===== src/rtl/gcipsd_pkg.sv =====
package gcipsd_pkg;

	// Fixed field widths
	localparam int unsigned SAMPLE_W   = 16;
	localparam int unsigned STAMP_W    = 64;
	localparam int unsigned CHAN_W     = 8;
	localparam int unsigned BASE_W     = 22;
	localparam int unsigned CHARGE_W   = 35;
	localparam int unsigned COUNT_W    = 12;
	localparam int unsigned START_W    = 16;
	localparam int unsigned INDEX_W    = 17;
	localparam int unsigned CFG_DATA_W = 16;
	localparam int unsigned CFG_IDX_W  = 2;
	localparam int unsigned FRAC_W     = 6;

	// Stream payload widths, padded to whole bytes
	localparam int unsigned IN_TDATA_W  = 88;
	localparam int unsigned OUT_TDATA_W = 168;

	localparam logic [INDEX_W-1:0] INDEX_MAX = '1;

	// Register reset values
	localparam logic [START_W-1:0] START_RESET      = 16'd110;
	localparam logic [COUNT_W-1:0] GATE_SHORT_RESET = 12'd30;
	localparam logic [COUNT_W-1:0] GATE_LONG_RESET  = 12'd90;

	// Configuration register indices
	typedef enum logic [CFG_IDX_W-1:0] {
		REG_INTEGRATION_START = 2'd0,
		REG_GATE_SHORT        = 2'd1,
		REG_GATE_LONG         = 2'd2,
		REG_POSITIVE_PULSE    = 2'd3
	} cfg_reg_t;

endpackage


===== src/rtl/gcipsd_charge_pipe.sv =====
module gcipsd_charge_pipe #(
	parameter int unsigned BASELINE_COUNT = 64,
	parameter int unsigned SAMPLE_BITS    = 16
) (
	input  logic                                                    clk,
	input  logic                                                    arst_n,
	input  logic                                                    in_valid,
	output logic                                                    in_ready,
	input  logic [gcipsd_pkg::STAMP_W-1:0]                          in_stamp,
	input  logic [gcipsd_pkg::CHAN_W-1:0]                           in_channel,
	input  logic                                                    in_pol,
	input  logic [SAMPLE_BITS+$clog2(BASELINE_COUNT)-1:0]           in_bsum,
	input  logic [SAMPLE_BITS+gcipsd_pkg::COUNT_W-1:0]              in_ssum,
	input  logic [gcipsd_pkg::COUNT_W-1:0]                          in_scnt,
	input  logic [SAMPLE_BITS+gcipsd_pkg::COUNT_W-1:0]              in_lsum,
	input  logic [gcipsd_pkg::COUNT_W-1:0]                          in_lcnt,
	output logic                                                    out_valid,
	input  logic                                                    out_ready,
	output logic [gcipsd_pkg::STAMP_W-1:0]                          out_stamp,
	output logic [gcipsd_pkg::CHAN_W-1:0]                           out_channel,
	output logic [gcipsd_pkg::BASE_W-1:0]                           out_base,
	output logic signed [gcipsd_pkg::CHARGE_W-1:0]                  out_short,
	output logic signed [gcipsd_pkg::CHARGE_W-1:0]                  out_long
);

	localparam int unsigned SUMW  = SAMPLE_BITS + $clog2(BASELINE_COUNT);
	localparam int unsigned XW    = SUMW + gcipsd_pkg::FRAC_W;
	localparam int unsigned QW    = SAMPLE_BITS + gcipsd_pkg::FRAC_W;
	localparam int unsigned GSUMW = SAMPLE_BITS + gcipsd_pkg::COUNT_W;
	localparam int unsigned PW    = gcipsd_pkg::COUNT_W + QW;
	localparam int unsigned BCW   = $clog2(BASELINE_COUNT) + 1;
	localparam logic [2*XW-1:0] ONE_K = (2*XW)'(1) << XW;
	localparam logic [XW-1:0]   RECIP = XW'(ONE_K / BASELINE_COUNT);
	localparam logic [BCW-1:0]  BC_L  = BCW'(BASELINE_COUNT);

	// Stage valids and advance enables
	logic v_s1, v_s2, v_s3, v_s4, v_s5, out_valid_q;
	logic en_s1, en_s2, en_s3, en_s4, en_s5, en_out;

	// Payload that rides along every stage
	logic [gcipsd_pkg::STAMP_W-1:0] stamp_s1, stamp_s2, stamp_s3, stamp_s4, stamp_s5;
	logic [gcipsd_pkg::CHAN_W-1:0]  chan_s1, chan_s2, chan_s3, chan_s4, chan_s5;
	logic                           pol_s1, pol_s2, pol_s3, pol_s4, pol_s5;
	logic [GSUMW-1:0]               ssum_s1, ssum_s2, ssum_s3, ssum_s4;
	logic [GSUMW-1:0]               lsum_s1, lsum_s2, lsum_s3, lsum_s4;
	logic [gcipsd_pkg::COUNT_W-1:0] scnt_s1, scnt_s2, scnt_s3, scnt_s4;
	logic [gcipsd_pkg::COUNT_W-1:0] lcnt_s1, lcnt_s2, lcnt_s3, lcnt_s4;

	// Baseline division path
	logic [SUMW-1:0]   bsum_s1, bsum_s2;
	logic [2*XW-1:0]   prod_s2;
	logic [QW-1:0]     q0_s3;
	logic [BCW-1:0]    rem_s3;
	logic [QW-1:0]     base_s4, base_s5;

	// Charge path
	logic [PW-1:0]     sprod_s5, lprod_s5, sref_s5, lref_s5;

	// Output register
	logic [gcipsd_pkg::STAMP_W-1:0]        stamp_q;
	logic [gcipsd_pkg::CHAN_W-1:0]         chan_q;
	logic [gcipsd_pkg::BASE_W-1:0]         base_q;
	logic signed [gcipsd_pkg::CHARGE_W-1:0] short_q, long_q;

	logic [XW-1:0]     x_s1, x_s2, qbc_s2;
	logic [QW-1:0]     q0_s2;
	logic signed [PW:0] sdiff, ldiff;
	logic signed [gcipsd_pkg::CHARGE_W-1:0] sext, lext;

	// Advance a stage when it is empty or the next one moves
	assign en_out   = !out_valid_q || out_ready;
	assign en_s5    = !v_s5 || en_out;
	assign en_s4    = !v_s4 || en_s5;
	assign en_s3    = !v_s3 || en_s4;
	assign en_s2    = !v_s2 || en_s3;
	assign en_s1    = !v_s1 || en_s2;
	assign in_ready = en_s1;

	always_ff @(posedge clk or negedge arst_n) begin
		if (!arst_n) begin
			v_s1        <= 1'b0;
			v_s2        <= 1'b0;
			v_s3        <= 1'b0;
			v_s4        <= 1'b0;
			v_s5        <= 1'b0;
			out_valid_q <= 1'b0;
		end else begin
			if (en_s1)  v_s1        <= in_valid;
			if (en_s2)  v_s2        <= v_s1;
			if (en_s3)  v_s3        <= v_s2;
			if (en_s4)  v_s4        <= v_s3;
			if (en_s5)  v_s5        <= v_s4;
			if (en_out) out_valid_q <= v_s5;
		end
	end

	// Stage 1: capture the finished waveform's totals
	always_ff @(posedge clk) begin
		if (en_s1) begin
			stamp_s1 <= in_stamp;
			chan_s1  <= in_channel;
			pol_s1   <= in_pol;
			bsum_s1  <= in_bsum;
			ssum_s1  <= in_ssum;
			scnt_s1  <= in_scnt;
			lsum_s1  <= in_lsum;
			lcnt_s1  <= in_lcnt;
		end
	end

	// Stage 2: multiply the scaled baseline sum by the reciprocal of the count
	assign x_s1 = {bsum_s1, gcipsd_pkg::FRAC_W'(0)};

	always_ff @(posedge clk) begin
		if (en_s2) begin
			stamp_s2 <= stamp_s1;
			chan_s2  <= chan_s1;
			pol_s2   <= pol_s1;
			bsum_s2  <= bsum_s1;
			ssum_s2  <= ssum_s1;
			scnt_s2  <= scnt_s1;
			lsum_s2  <= lsum_s1;
			lcnt_s2  <= lcnt_s1;
			prod_s2  <= (2*XW)'(x_s1) * (2*XW)'(RECIP);
		end
	end

	// Stage 3: estimate the quotient (low by at most one) and its remainder
	assign x_s2   = {bsum_s2, gcipsd_pkg::FRAC_W'(0)};
	assign q0_s2  = prod_s2[XW +: QW];
	assign qbc_s2 = XW'(XW'(q0_s2) * XW'(BASELINE_COUNT));

	always_ff @(posedge clk) begin
		if (en_s3) begin
			stamp_s3 <= stamp_s2;
			chan_s3  <= chan_s2;
			pol_s3   <= pol_s2;
			ssum_s3  <= ssum_s2;
			scnt_s3  <= scnt_s2;
			lsum_s3  <= lsum_s2;
			lcnt_s3  <= lcnt_s2;
			q0_s3    <= q0_s2;
			rem_s3   <= BCW'(x_s2 - qbc_s2);
		end
	end

	// Stage 4: correct the quotient to give the truncated baseline
	always_ff @(posedge clk) begin
		if (en_s4) begin
			stamp_s4 <= stamp_s3;
			chan_s4  <= chan_s3;
			pol_s4   <= pol_s3;
			ssum_s4  <= ssum_s3;
			scnt_s4  <= scnt_s3;
			lsum_s4  <= lsum_s3;
			lcnt_s4  <= lcnt_s3;
			base_s4  <= q0_s3 + QW'(rem_s3 >= BC_L);
		end
	end

	// Stage 5: scale the baseline by each gate count
	always_ff @(posedge clk) begin
		if (en_s5) begin
			stamp_s5 <= stamp_s4;
			chan_s5  <= chan_s4;
			pol_s5   <= pol_s4;
			base_s5  <= base_s4;
			sprod_s5 <= PW'(scnt_s4) * PW'(base_s4);
			lprod_s5 <= PW'(lcnt_s4) * PW'(base_s4);
			sref_s5  <= {ssum_s4, gcipsd_pkg::FRAC_W'(0)};
			lref_s5  <= {lsum_s4, gcipsd_pkg::FRAC_W'(0)};
		end
	end

	// Subtract the gated sums and apply the pulse polarity
	assign sdiff = $signed({1'b0, sprod_s5}) - $signed({1'b0, sref_s5});
	assign ldiff = $signed({1'b0, lprod_s5}) - $signed({1'b0, lref_s5});
	assign sext  = gcipsd_pkg::CHARGE_W'(sdiff);
	assign lext  = gcipsd_pkg::CHARGE_W'(ldiff);

	always_ff @(posedge clk) begin
		if (en_out) begin
			stamp_q <= stamp_s5;
			chan_q  <= chan_s5;
			base_q  <= gcipsd_pkg::BASE_W'(base_s5);
			short_q <= pol_s5 ? -sext : sext;
			long_q  <= pol_s5 ? -lext : lext;
		end
	end

	assign out_valid   = out_valid_q;
	assign out_stamp   = stamp_q;
	assign out_channel = chan_q;
	assign out_base    = base_q;
	assign out_short   = short_q;
	assign out_long    = long_q;

endmodule


===== src/rtl/gated_charge_integrator_psd.sv =====
// Gated charge integrator for pulse shape discrimination.
// Input stream: one digitizer sample per request, tlast on the final sample
// of a waveform. tdata carries the sample, the timestamp and the channel;
// timestamp and channel are taken from the first sample of each waveform.
// Output stream: one request per waveform, issued for the tlast sample,
// carrying timestamp, channel, baseline (six fraction bits) and the short
// and long gate charges (signed, six fraction bits).
// Throughput: one sample per cycle while s_tready is high. Each sample only
// updates the running sums and counters; the per-waveform division and charge
// arithmetic runs in a six-register result pipeline behind it.
// m_tvalid rises once the waveform's totals have reached its output register.
// When the receiver stalls, the result pipeline fills and s_tready drops
// only once its entry stage is occupied and blocked; no result is lost.
// Configuration writes take effect at the next sample and should be made
// between waveforms. Reset clears the accumulators, returns the registers
// to their defaults and empties the result pipeline.
module gated_charge_integrator_psd_core #(
	parameter int unsigned BASELINE_COUNT = 64,
	parameter int unsigned SAMPLE_BITS    = 16
) (
	input  logic                                     clk,
	input  logic                                     arst_n,
	// sample[15:0], stamp_in[79:16], channel_in[87:80]
	input  logic [gcipsd_pkg::IN_TDATA_W-1:0]        s_tdata,
	input  logic                                     s_tlast,
	input  logic                                     s_tvalid,
	output logic                                     s_tready,
	// stamp_out[63:0], channel_out[71:64], baseline_fixed[93:72],
	// charge_short[128:94], charge_long[163:129], zero [167:164]
	output logic [gcipsd_pkg::OUT_TDATA_W-1:0]       m_tdata,
	output logic                                     m_tvalid,
	input  logic                                     m_tready,
	input  logic                                     cfg_we,
	input  logic [gcipsd_pkg::CFG_IDX_W-1:0]         cfg_index,
	input  logic [gcipsd_pkg::CFG_DATA_W-1:0]        cfg_data
);

	localparam int unsigned SUMW  = SAMPLE_BITS + $clog2(BASELINE_COUNT);
	localparam int unsigned GSUMW = SAMPLE_BITS + gcipsd_pkg::COUNT_W;
	localparam logic [gcipsd_pkg::INDEX_W-1:0] BASE_END =
		gcipsd_pkg::INDEX_W'(BASELINE_COUNT);

	// Configuration registers
	logic [gcipsd_pkg::START_W-1:0] start_q;
	logic [gcipsd_pkg::COUNT_W-1:0] gate_short_q, gate_long_q;
	logic                           pol_q;

	// Waveform state
	logic [gcipsd_pkg::INDEX_W-1:0] idx_q;
	logic [SUMW-1:0]                bsum_q;
	logic [GSUMW-1:0]               ssum_q, lsum_q;
	logic [gcipsd_pkg::COUNT_W-1:0] scnt_q, lcnt_q;
	logic [gcipsd_pkg::STAMP_W-1:0] stamp_q;
	logic [gcipsd_pkg::CHAN_W-1:0]  chan_q;

	// Next-state values including the current sample
	logic [SAMPLE_BITS-1:0]         smp;
	logic [gcipsd_pkg::STAMP_W-1:0] stamp_in;
	logic [gcipsd_pkg::CHAN_W-1:0]  chan_in;
	logic [gcipsd_pkg::INDEX_W-1:0] gate_begin, short_end, long_end;
	logic                           first, in_base, in_short, in_long, take;
	logic [SUMW-1:0]                bsum_nx;
	logic [GSUMW-1:0]               ssum_nx, lsum_nx;
	logic [gcipsd_pkg::COUNT_W-1:0] scnt_nx, lcnt_nx;
	logic [gcipsd_pkg::STAMP_W-1:0] stamp_nx;
	logic [gcipsd_pkg::CHAN_W-1:0]  chan_nx;
	logic                           res_ready;

	// Result fields
	logic [gcipsd_pkg::STAMP_W-1:0]         stamp_out;
	logic [gcipsd_pkg::CHAN_W-1:0]          channel_out;
	logic [gcipsd_pkg::BASE_W-1:0]          baseline_fixed;
	logic signed [gcipsd_pkg::CHARGE_W-1:0] charge_short, charge_long;

	// Unpack the sample request
	assign smp      = s_tdata[SAMPLE_BITS-1:0];
	assign stamp_in = s_tdata[gcipsd_pkg::SAMPLE_W +: gcipsd_pkg::STAMP_W];
	assign chan_in  = s_tdata[gcipsd_pkg::SAMPLE_W + gcipsd_pkg::STAMP_W +: gcipsd_pkg::CHAN_W];

	// Classify the sample index against the windows
	assign gate_begin = gcipsd_pkg::INDEX_W'(start_q);
	assign short_end  = gate_begin + gcipsd_pkg::INDEX_W'(gate_short_q);
	assign long_end   = gate_begin + gcipsd_pkg::INDEX_W'(gate_long_q);
	assign first      = (idx_q == '0);
	assign in_base    = (idx_q < BASE_END);
	assign in_short   = (idx_q >= gate_begin) && (idx_q < short_end);
	assign in_long    = (idx_q >= gate_begin) && (idx_q < long_end);

	assign bsum_nx  = in_base  ? bsum_q + SUMW'(smp)  : bsum_q;
	assign ssum_nx  = in_short ? ssum_q + GSUMW'(smp) : ssum_q;
	assign lsum_nx  = in_long  ? lsum_q + GSUMW'(smp) : lsum_q;
	assign scnt_nx  = in_short ? scnt_q + gcipsd_pkg::COUNT_W'(1) : scnt_q;
	assign lcnt_nx  = in_long  ? lcnt_q + gcipsd_pkg::COUNT_W'(1) : lcnt_q;
	assign stamp_nx = first ? stamp_in : stamp_q;
	assign chan_nx  = first ? chan_in  : chan_q;

	assign s_tready = res_ready;
	assign take     = s_tvalid && s_tready;

	// Configuration writes
	always_ff @(posedge clk or negedge arst_n) begin
		if (!arst_n) begin
			start_q      <= gcipsd_pkg::START_RESET;
			gate_short_q <= gcipsd_pkg::GATE_SHORT_RESET;
			gate_long_q  <= gcipsd_pkg::GATE_LONG_RESET;
			pol_q        <= 1'b0;
		end else if (cfg_we) begin
			unique case (gcipsd_pkg::cfg_reg_t'(cfg_index))
				gcipsd_pkg::REG_INTEGRATION_START: begin
					start_q <= cfg_data[gcipsd_pkg::START_W-1:0];
				end
				gcipsd_pkg::REG_GATE_SHORT: begin
					gate_short_q <= cfg_data[gcipsd_pkg::COUNT_W-1:0];
				end
				gcipsd_pkg::REG_GATE_LONG: begin
					gate_long_q <= cfg_data[gcipsd_pkg::COUNT_W-1:0];
				end
				gcipsd_pkg::REG_POSITIVE_PULSE: begin
					pol_q <= cfg_data[0];
				end
			endcase
		end
	end

	// Accumulate each sample; clear on the last one of a waveform
	always_ff @(posedge clk or negedge arst_n) begin
		if (!arst_n) begin
			idx_q   <= '0;
			bsum_q  <= '0;
			ssum_q  <= '0;
			lsum_q  <= '0;
			scnt_q  <= '0;
			lcnt_q  <= '0;
			stamp_q <= '0;
			chan_q  <= '0;
		end else if (take) begin
			stamp_q <= stamp_nx;
			chan_q  <= chan_nx;
			if (s_tlast) begin
				idx_q  <= '0;
				bsum_q <= '0;
				ssum_q <= '0;
				lsum_q <= '0;
				scnt_q <= '0;
				lcnt_q <= '0;
			end else begin
				if (idx_q != gcipsd_pkg::INDEX_MAX) idx_q <= idx_q + gcipsd_pkg::INDEX_W'(1);
				bsum_q <= bsum_nx;
				ssum_q <= ssum_nx;
				lsum_q <= lsum_nx;
				scnt_q <= scnt_nx;
				lcnt_q <= lcnt_nx;
			end
		end
	end

	// Per-waveform baseline and charge arithmetic
	gcipsd_charge_pipe #(
		.BASELINE_COUNT (BASELINE_COUNT),
		.SAMPLE_BITS    (SAMPLE_BITS)
	) u_charge (
		.clk         (clk),
		.arst_n      (arst_n),
		.in_valid    (s_tvalid && s_tlast),
		.in_ready    (res_ready),
		.in_stamp    (stamp_nx),
		.in_channel  (chan_nx),
		.in_pol      (pol_q),
		.in_bsum     (bsum_nx),
		.in_ssum     (ssum_nx),
		.in_scnt     (scnt_nx),
		.in_lsum     (lsum_nx),
		.in_lcnt     (lcnt_nx),
		.out_valid   (m_tvalid),
		.out_ready   (m_tready),
		.out_stamp   (stamp_out),
		.out_channel (channel_out),
		.out_base    (baseline_fixed),
		.out_short   (charge_short),
		.out_long    (charge_long)
	);

	// Pack the result request
	assign m_tdata = {4'b0000, charge_long, charge_short, baseline_fixed, channel_out,
		stamp_out};

endmodule

===== config.mk =====
export PLATFORM = sky130hd
export DESIGN_NAME = gated_charge_integrator_psd_core
export DESIGN_NICKNAME = d
export VERILOG_FILES = /design/src/rtl/gcipsd_pkg.sv /design/src/rtl/gcipsd_charge_pipe.sv /design/src/rtl/gated_charge_integrator_psd.sv
export SDC_FILE = /design/constraint.sdc
export NUM_CORES = 2
export LEC_CHECK = 0
export BUFFER_PORTS_ARGS = -buffer_cell sky130_fd_sc_hd__buf_2
export CORE_MARGIN = 5
export CORE_UTILIZATION = 50
export DETAILED_ROUTE_END_ITERATION = 7
export PLACE_DENSITY = 0.67
export SETUP_SLACK_MARGIN = 0.5
export SYNTH_ARGS = -nofsm -noshare
export SYNTH_HDL_FRONTEND = slang
export SYNTH_SLANG_ARGS = --single-unit

===== constraint.sdc =====
create_clock -name clk -period 13.9 [get_ports clk]
set_clock_uncertainty 0.2 [all_clocks]
set_input_delay 0.695 -clock clk [delete_from_list [all_inputs] [get_ports clk]]
set_output_delay 0.695 -clock clk [all_outputs]
set_load 0.03 [all_outputs]

Word-level counts from Yosys, hierarchy flattened
Cells that the tools add are included.
{ "word_totals": {"wordCells": 129, "input_bits": 112, "ff_bits": 1328, "output_inout_bits": 170} }
{ "classes": {"n_reduce_logical": 24, "addsub": 14, "n_mul": 2, "magnitude_cmp": 5, "eq_ne": 4, "n_mux": 16} }
{ "op_table": {"columns": ["op", "n"], "rows": [
  ["two-way mux 28 bit", 4],
  ["two-way mux 35 bit", 2],
  ["negator 35 bit", 2],
  ["subtractor 34 x 34 -> 35 bit", 2],
  ["multiplier 12 x 22 -> 34 bit", 2],
  ["two-way mux 64 bit", 1],
  ["adder 28 x 16 -> 28 bit", 2],
  ["two-way mux 12 bit", 4],
  ["two-way mux 22 bit", 2],
  ["adder 16 x 12 -> 17 bit", 2],
  ["< comparator 17 bit", 2],
  ["two-way mux 17 bit", 2],
  ["adder 12 x 1 -> 12 bit (second input constant)", 2],
  ["adder 22 x 1 -> 22 bit", 1],
  ["adder 22 x 16 -> 22 bit", 1],
  ["adder 17 x 1 -> 17 bit (second input constant)", 1],
  ["greater-or-equal comparator 17 x 16 -> 1 bit", 1],
  ["zero test 17 bit", 1],
  ["< comparator 17 x 7 -> 1 bit (second input constant)", 1],
  ["!= test 17 bit (second input constant)", 1],
  ["AND reduction 2 bit", 5],
  ["two-way mux 8 bit", 1],
  ["greater-or-equal comparator 7 bit (second input constant)", 1],
  ["subtractor 7 bit", 1],
  ["other kinds (7)", 21]
]} }

Depth between registers and ports, before layout
{ "logic_depth": {"depth_word": 9, "mapped_depth": 24} }

Modules after synthesis
From an unflattened synthesis, not the netlist that was laid out.
{ "unflattened": {"hier_cells": 5723, "area_unflattened_um2": 70929.3} }
{ "by_module_without_submodules": {"columns": ["mod", "cells_per_inst", "area_each_um2", "n_inst", "seq_area_each_um2"], "rows": [
  ["gcipsd_charge_pipe", 3800, 53944.2, 1, 32671.3],
  ["gated_charge_integrator_psd_core", 1923, 16985.0, 1, 5821.8]
]} }

Worst setup path after synthesis
OpenSTA, ideal clock, no wires.
{ "synth_timing": {"path_type": "input -> register", "start": "in m_tready", "end": "reg idx_q[7] in the netlist's numbering", "setup_time_ns": 0.133, "arrival_ns": 12.964, "path_slack_ns": 0.602, "stages": 11, "path_buffers": 1, "cell_sequence": "nor2b_1 -> nand3_1 -> nor2_1 -> nand3_1 -> and2_1 -> clkbuf_1 -> o21ai_0 -> nor3_1 -> nand2_1 -> xor2_1 -> nor2_1"} }
{ "synth_via": {"elab_chain_cells": 8} }
{ "synth_lines": {"columns": ["element", "line_no", "source"], "rows": [
  ["from (decl)", "gated_charge_integrator_psd.sv:32", "input logic m_tready,"],
  ["logical OR 1 bit", "gcipsd_charge_pipe.sv:71", "assign en_out = !out_valid_q || out_ready;"],
  ["logical OR 1 bit", "gcipsd_charge_pipe.sv:72", "assign en_s5 = !v_s5 || en_out;"],
  ["logical OR 1 bit", "gcipsd_charge_pipe.sv:73", "assign en_s4 = !v_s4 || en_s5;"],
  ["net u_charge.en_s4", "gcipsd_charge_pipe.sv:38", "logic en_s1, en_s2, en_s3, en_s4, en_s5, en_out;"],
  ["logical OR 1 bit", "gcipsd_charge_pipe.sv:74", "assign en_s3 = !v_s3 || en_s4;"],
  ["logical OR 1 bit", "gcipsd_charge_pipe.sv:75", "assign en_s2 = !v_s2 || en_s3;"],
  ["logical OR 1 bit", "gcipsd_charge_pipe.sv:76", "assign en_s1 = !v_s1 || en_s2;"],
  ["net s_tready", "gated_charge_integrator_psd.sv:27", "output logic s_tready,"],
  ["logical AND 1 bit", "gated_charge_integrator_psd.sv:98", "assign take = s_tvalid && s_tready;"],
  ["AND reduction 2 bit (no source line)", null, null],
  ["to (signal assigned)", "gated_charge_integrator_psd.sv:147", "if (idx_q != gcipsd_pkg::INDEX_MAX) idx_q <= idx_q + gcipsd_pkg::INDEX_W'(1);"],
  ["to (decl)", "gated_charge_integrator_psd.sv:49", "logic [gcipsd_pkg::INDEX_W-1:0] idx_q;"]
]} }
The timed path passes the listed nets, and every way through them passes these cells.
A chain may end at the register's enable or synchronous reset.

Worst setup path in the final report
{ "layout_timing": {"start": "reg u_charge.base_s4[10]", "end": "reg u_charge.sprod_s5[33] (data pin)"} }
{ "layout_via": {"elab_chain_cells": 1} }
{ "layout_lines": {"columns": ["element", "line_no", "source"], "rows": [
  ["from (decl)", "gcipsd_charge_pipe.sv:54", "logic [QW-1:0] base_s4, base_s5;"],
  ["from (signal assigned)", "gcipsd_charge_pipe.sv:157", "base_s4 <= q0_s3 + QW'(rem_s3 >= BC_L);"],
  ["multiplier 12 x 22 -> 34 bit", "gcipsd_charge_pipe.sv:168", "sprod_s5 <= PW'(scnt_s4) * PW'(base_s4);"],
  ["to (signal assigned)", "gcipsd_charge_pipe.sv:168", null],
  ["to (decl)", "gcipsd_charge_pipe.sv:57", "logic [PW-1:0] sprod_s5, lprod_s5, sref_s5, lref_s5;"]
]} }
No other way between the ends.

==> flow_metrics.py <==
metrics = {
    "logic_synthesis": {
        "synth_largest_area_cell": "sky130_fd_sc_hd__edfxtp_1",
        "yosysMostFrequentCell": "sky130_fd_sc_hd__edfxtp_1",
        "sequential_area_share_after_synthesis": 0.551,
        "yosysWarningCount": 0,
        "synth_top_area_share": 0.466,
        "synth.top_cells.by_count": "sky130_fd_sc_hd__edfxtp_1, sky130_fd_sc_hd__nand2_1, sky130_fd_sc_hd__inv_1",
        "synth_seq_cells": 1321,
        "yosysUniqueCellTypes": 90,
        "synthesized_area_mm2": 0.0698,
        "syn-mean-instance-area_um2": 12.5,
        "async_reset_ff_frac": 0.180,
        "dominantRegCellSynth": "sky130_fd_sc_hd__edfxtp_1",
        "post_synth_main_area_contributors": "sky130_fd_sc_hd__edfxtp_1, sky130_fd_sc_hd__fa_1, sky130_fd_sc_hd__dfrtp_1",
        "synthCells": 5589,
        "synth_edf_count": 1083,
    },
    "timing": {
        "finalHoldViolations": 0,
        "final.period_utilization": 0.505,
        "timing.final.max_slew_violations": 0,
        "clock.fmax_mhz": 142,
        "worst_max_slew_pin_slew_ns": 1.18,
        "postLayoutSetupSlackWorst_ns": 6.88,
        "grt_setup_unrepaired": "false",
        "fin_crit_ns": 7.02,
        "max_slew_margin": 0.206,
        "setup-tns-final_ns": 0,
        "setup-violations-final": 0,
    },
    "worst_setup_path": {
        "worstReg2RegEnd": "u_charge.sprod_s5[33]$_DFFE_PP_",
        "reg2reg_setup_slack_ns": 6.88,
        "ff2ff_path_depth": 18,
        "timing.critical_path.required_ns": 14.32,
        "startpoint_type_of_the_worst_setup_path": "register",
        "cp-end-kind": "register",
        "worst-endpoint-arrival_ns": 7.45,
        "cp_max_fo": 25,
        "worstReg2RegStart": "u_charge.base_s4[10]$_DFFE_PP_",
        "worst-setup-path-type": "register to register",
    },
    "clocking": {
        "cts_resized": 0,
        "cts_made_buffers": 138,
        "tritoncts": "done",
        "bufs_on_longest_clock_path": 3,
        "cts-root-buf": "sky130_fd_sc_hd__clkbuf_16",
        "htree_levels": 4,
        "cts.sink_count": 1321,
        "post_cts_repair_setup_buffers": 0,
        "worstSkewPairLatency_ns": 0.76,
        "clk_pin_slew_ns": 0.06,
    },
    "drt": {
        "postRouteWirelength_mm": 151,
        "initial_drt_pass_iterations": 6,
        "detailroute.via_count": 41900,
        "detail_route.wl_per_cell_um": 19.1,
        "antenna_left": 0,
        "drc_marker_count_from_the_first_detailed_route_iteration": 2526,
        "via_per_inst": 5.31,
        "drc": 0,
    },
    "layout": {
        "fin_area_mm2": 0.0783,
        "area_growth_syn_to_layout_pct": 12.1,
        "drive_gt1_frac": 0.117,
        "area_of_the_multi_input_gates_mm2": 0.0282,
        "fin_util": 0.562,
        "finalNetCount": 6732,
        "final-seq-area_mm2": 0.0385,
        "layout.filler_cells": 11500,
    },
    "placement": {
        "finalWeightedCongestion": 0.876,
        "area_of_placed_instances_mm2": 0.0732,
        "detailedPlace.worstSlack_ns": 6.93,
        "port_buffers": 277,
        "dp_hpwl_mm": 105,
    },
    "floorplan": {
        "chip_height_um": 384,
        "design.core.area_mm2": 0.139,
        "floorplan.initialDensity": 0.502,
        "die_area_mm2": 0.147,
        "boundaryPins": 282,
        "placementRows": 137,
        "die_w_um": 384,
    },
    "worst_hold_path": {
        "hold_end": "u_charge.stamp_s1[58]$_DFFE_PN_",
        "hold_path_depth": 2,
        "hp-class": "primary input to register",
        "worstHoldStart": "s_tdata[74]",
    },
    "power_and_ir_drop": {
        "p_leak_nw": 34.6,
        "peakVddDrop_mv": 0.166,
        "power-per-cell-area_mw_per_mm2": 213,
    },
    "global_route": {
        "global_route_wire_length_before_repair_mm": 240,
        "grt_util_all_layers": 0.208,
        "number_of_antenna_violations_at_the_first_check_in_global_routing": 9,
        "grt_start_max_net_pins": 136,
        "globalRouteOverflowTotal": 0,
        "number_of_global_route_vias_before_repair": 43000,
    },
    "status": {
        "status": "finished, final reports clean",
    },
    "run": {
        "maxCapViolations": 0,
    },
}
[flip-flops by register name, indices dropped and copies added (netlist names), 34 cells and up]
| name | flops |
|---|---|
| u_charge.out_short | 35 |
| u_charge.stamp_s1 | 64 |
| u_charge.stamp_s5 | 64 |
| u_charge.out_stamp | 64 |
| u_charge.out_long | 35 |
| u_charge.lprod_s5 | 34 |
| u_charge.stamp_s4 | 64 |
| u_charge.sprod_s5 | 34 |
| u_charge.stamp_s3 | 64 |
| u_charge.stamp_s2 | 64 |
| stamp_q | 64 |
[metrics by stage]
stage	std cells	power, mW	hold WS [ns]
floorplan	5592	11.1	0.199
global placement	7576	12.9	0.200
detailed placement	7576	13.1	0.205
CTS	7877	16.9	0.000462
global route	7878	17.8	0.0120
finish	7884	16.6	0.0640
[critical path, stage by stage, from the launching register on]
cell and delay [ns]:
sky130_fd_sc_hd__edfxtp_1 1.06, sky130_fd_sc_hd__nand2_1 0.19, sky130_fd_sc_hd__fa_1 0.54, sky130_fd_sc_hd__fa_1 0.52, sky130_fd_sc_hd__inv_1 0.06, sky130_fd_sc_hd__fa_1 0.50, sky130_fd_sc_hd__fa_1 0.49, sky130_fd_sc_hd__inv_1 0.05
sky130_fd_sc_hd__fa_1 0.47, sky130_fd_sc_hd__inv_1 0.04, sky130_fd_sc_hd__ha_1 0.34, sky130_fd_sc_hd__and3_1 0.21, sky130_fd_sc_hd__a311o_1 0.43, sky130_fd_sc_hd__a31oi_1 0.35, sky130_fd_sc_hd__o211ai_1 0.22, sky130_fd_sc_hd__a41oi_1 0.40
sky130_fd_sc_hd__o21ai_0 0.21, sky130_fd_sc_hd__or4_1 0.49, sky130_fd_sc_hd__nand3_1 0.09
[timing repair]
item / 4_1_cts / 5_1_grt
hold endpoints to repair: 164 / 0
hold buffers: 46 / 0
setup endpoints to repair: 0 / 0
[power breakdown]
group / switching (mW) / total [mW] / internal [mW]
Sequential: 0.633 / 6.69 / 6.05
Combinational: 3.98 / 6.27 / 2.29
Clock: 1.59 / 3.69 / 2.09
[area by class of cell]
type	count	area share
Antenna cell	7	0.000224
Clock buffer	172	0.0461
Clock inverter	83	0.0125
Inverter	637	0.0307
Multi-Input combinational cell	3415	0.360
Sequential cell	1321	0.492
Tap cell	1876	0.0300
Timing Repair Buffer	373	0.0287
[logic make-up after synthesis]
group,Yosys count,share of synthesized area
xor gates and xnor gates,280,0.0352
muxes,156,0.0245
other,1,0.0000537
buffers and inverters,856,0.0464
and+or+nand+nor,1510,0.0987
DFF,1321,0.551
adders and majority gates,734,0.175
AOI/OAI and AO/OA,731,0.0686
[routing by layer]
metal,up-vias,global-route usage,part of all wire
li1,19800,-,-
met1,20800,0.269,0.42
met2,1064,0.347,0.48
met3,246,0.0414,0.054
met4,2,0.0845,0.043
met5,-,0,0.000086
[placed cells by master (no fill, tap or decap), types with 80 or more instances in the layout]
cell type / count
sky130_fd_sc_hd__nor2_1: 148
sky130_fd_sc_hd__clkbuf_16: 138
sky130_fd_sc_hd__nand3_1: 80
sky130_fd_sc_hd__and2_1: 179
sky130_fd_sc_hd__edfxtp_1: 1083
sky130_fd_sc_hd__fa_1: 407
sky130_fd_sc_hd__buf_2: 276
sky130_fd_sc_hd__xnor2_1: 210
sky130_fd_sc_hd__mux2_2: 119
sky130_fd_sc_hd__nand2_1: 833
sky130_fd_sc_hd__o21ai_0: 202
sky130_fd_sc_hd__ha_1: 327
sky130_fd_sc_hd__a21o_1: 80
sky130_fd_sc_hd__dfrtp_1: 225
sky130_fd_sc_hd__inv_1: 633
sky130_fd_sc_hd__a21oi_1: 159
[how the worst max path moves through the flow]
stage / from / to / cells past startpoint
finish: u_charge.base_s4[10]$_DFFE_PP_ / u_charge.sprod_s5[33]$_DFFE_PP_ / 18
global route: u_charge.base_s4[4]$_DFFE_PP_ / u_charge.sprod_s5[33]$_DFFE_PP_ / 20
CTS: u_charge.base_s4[10]$_DFFE_PP_ / u_charge.sprod_s5[33]$_DFFE_PP_ / 18
detailed placement: u_charge.base_s4[4]$_DFFE_PP_ / u_charge.sprod_s5[33]$_DFFE_PP_ / 20
global placement: u_charge.base_s4[4]$_DFFE_PP_ / u_charge.sprod_s5[33]$_DFFE_PP_ / 21
floorplan: m_tready / idx_q[7]$_DFFE_PN0P_ / 11
Power figures use the tool's default switching activity.
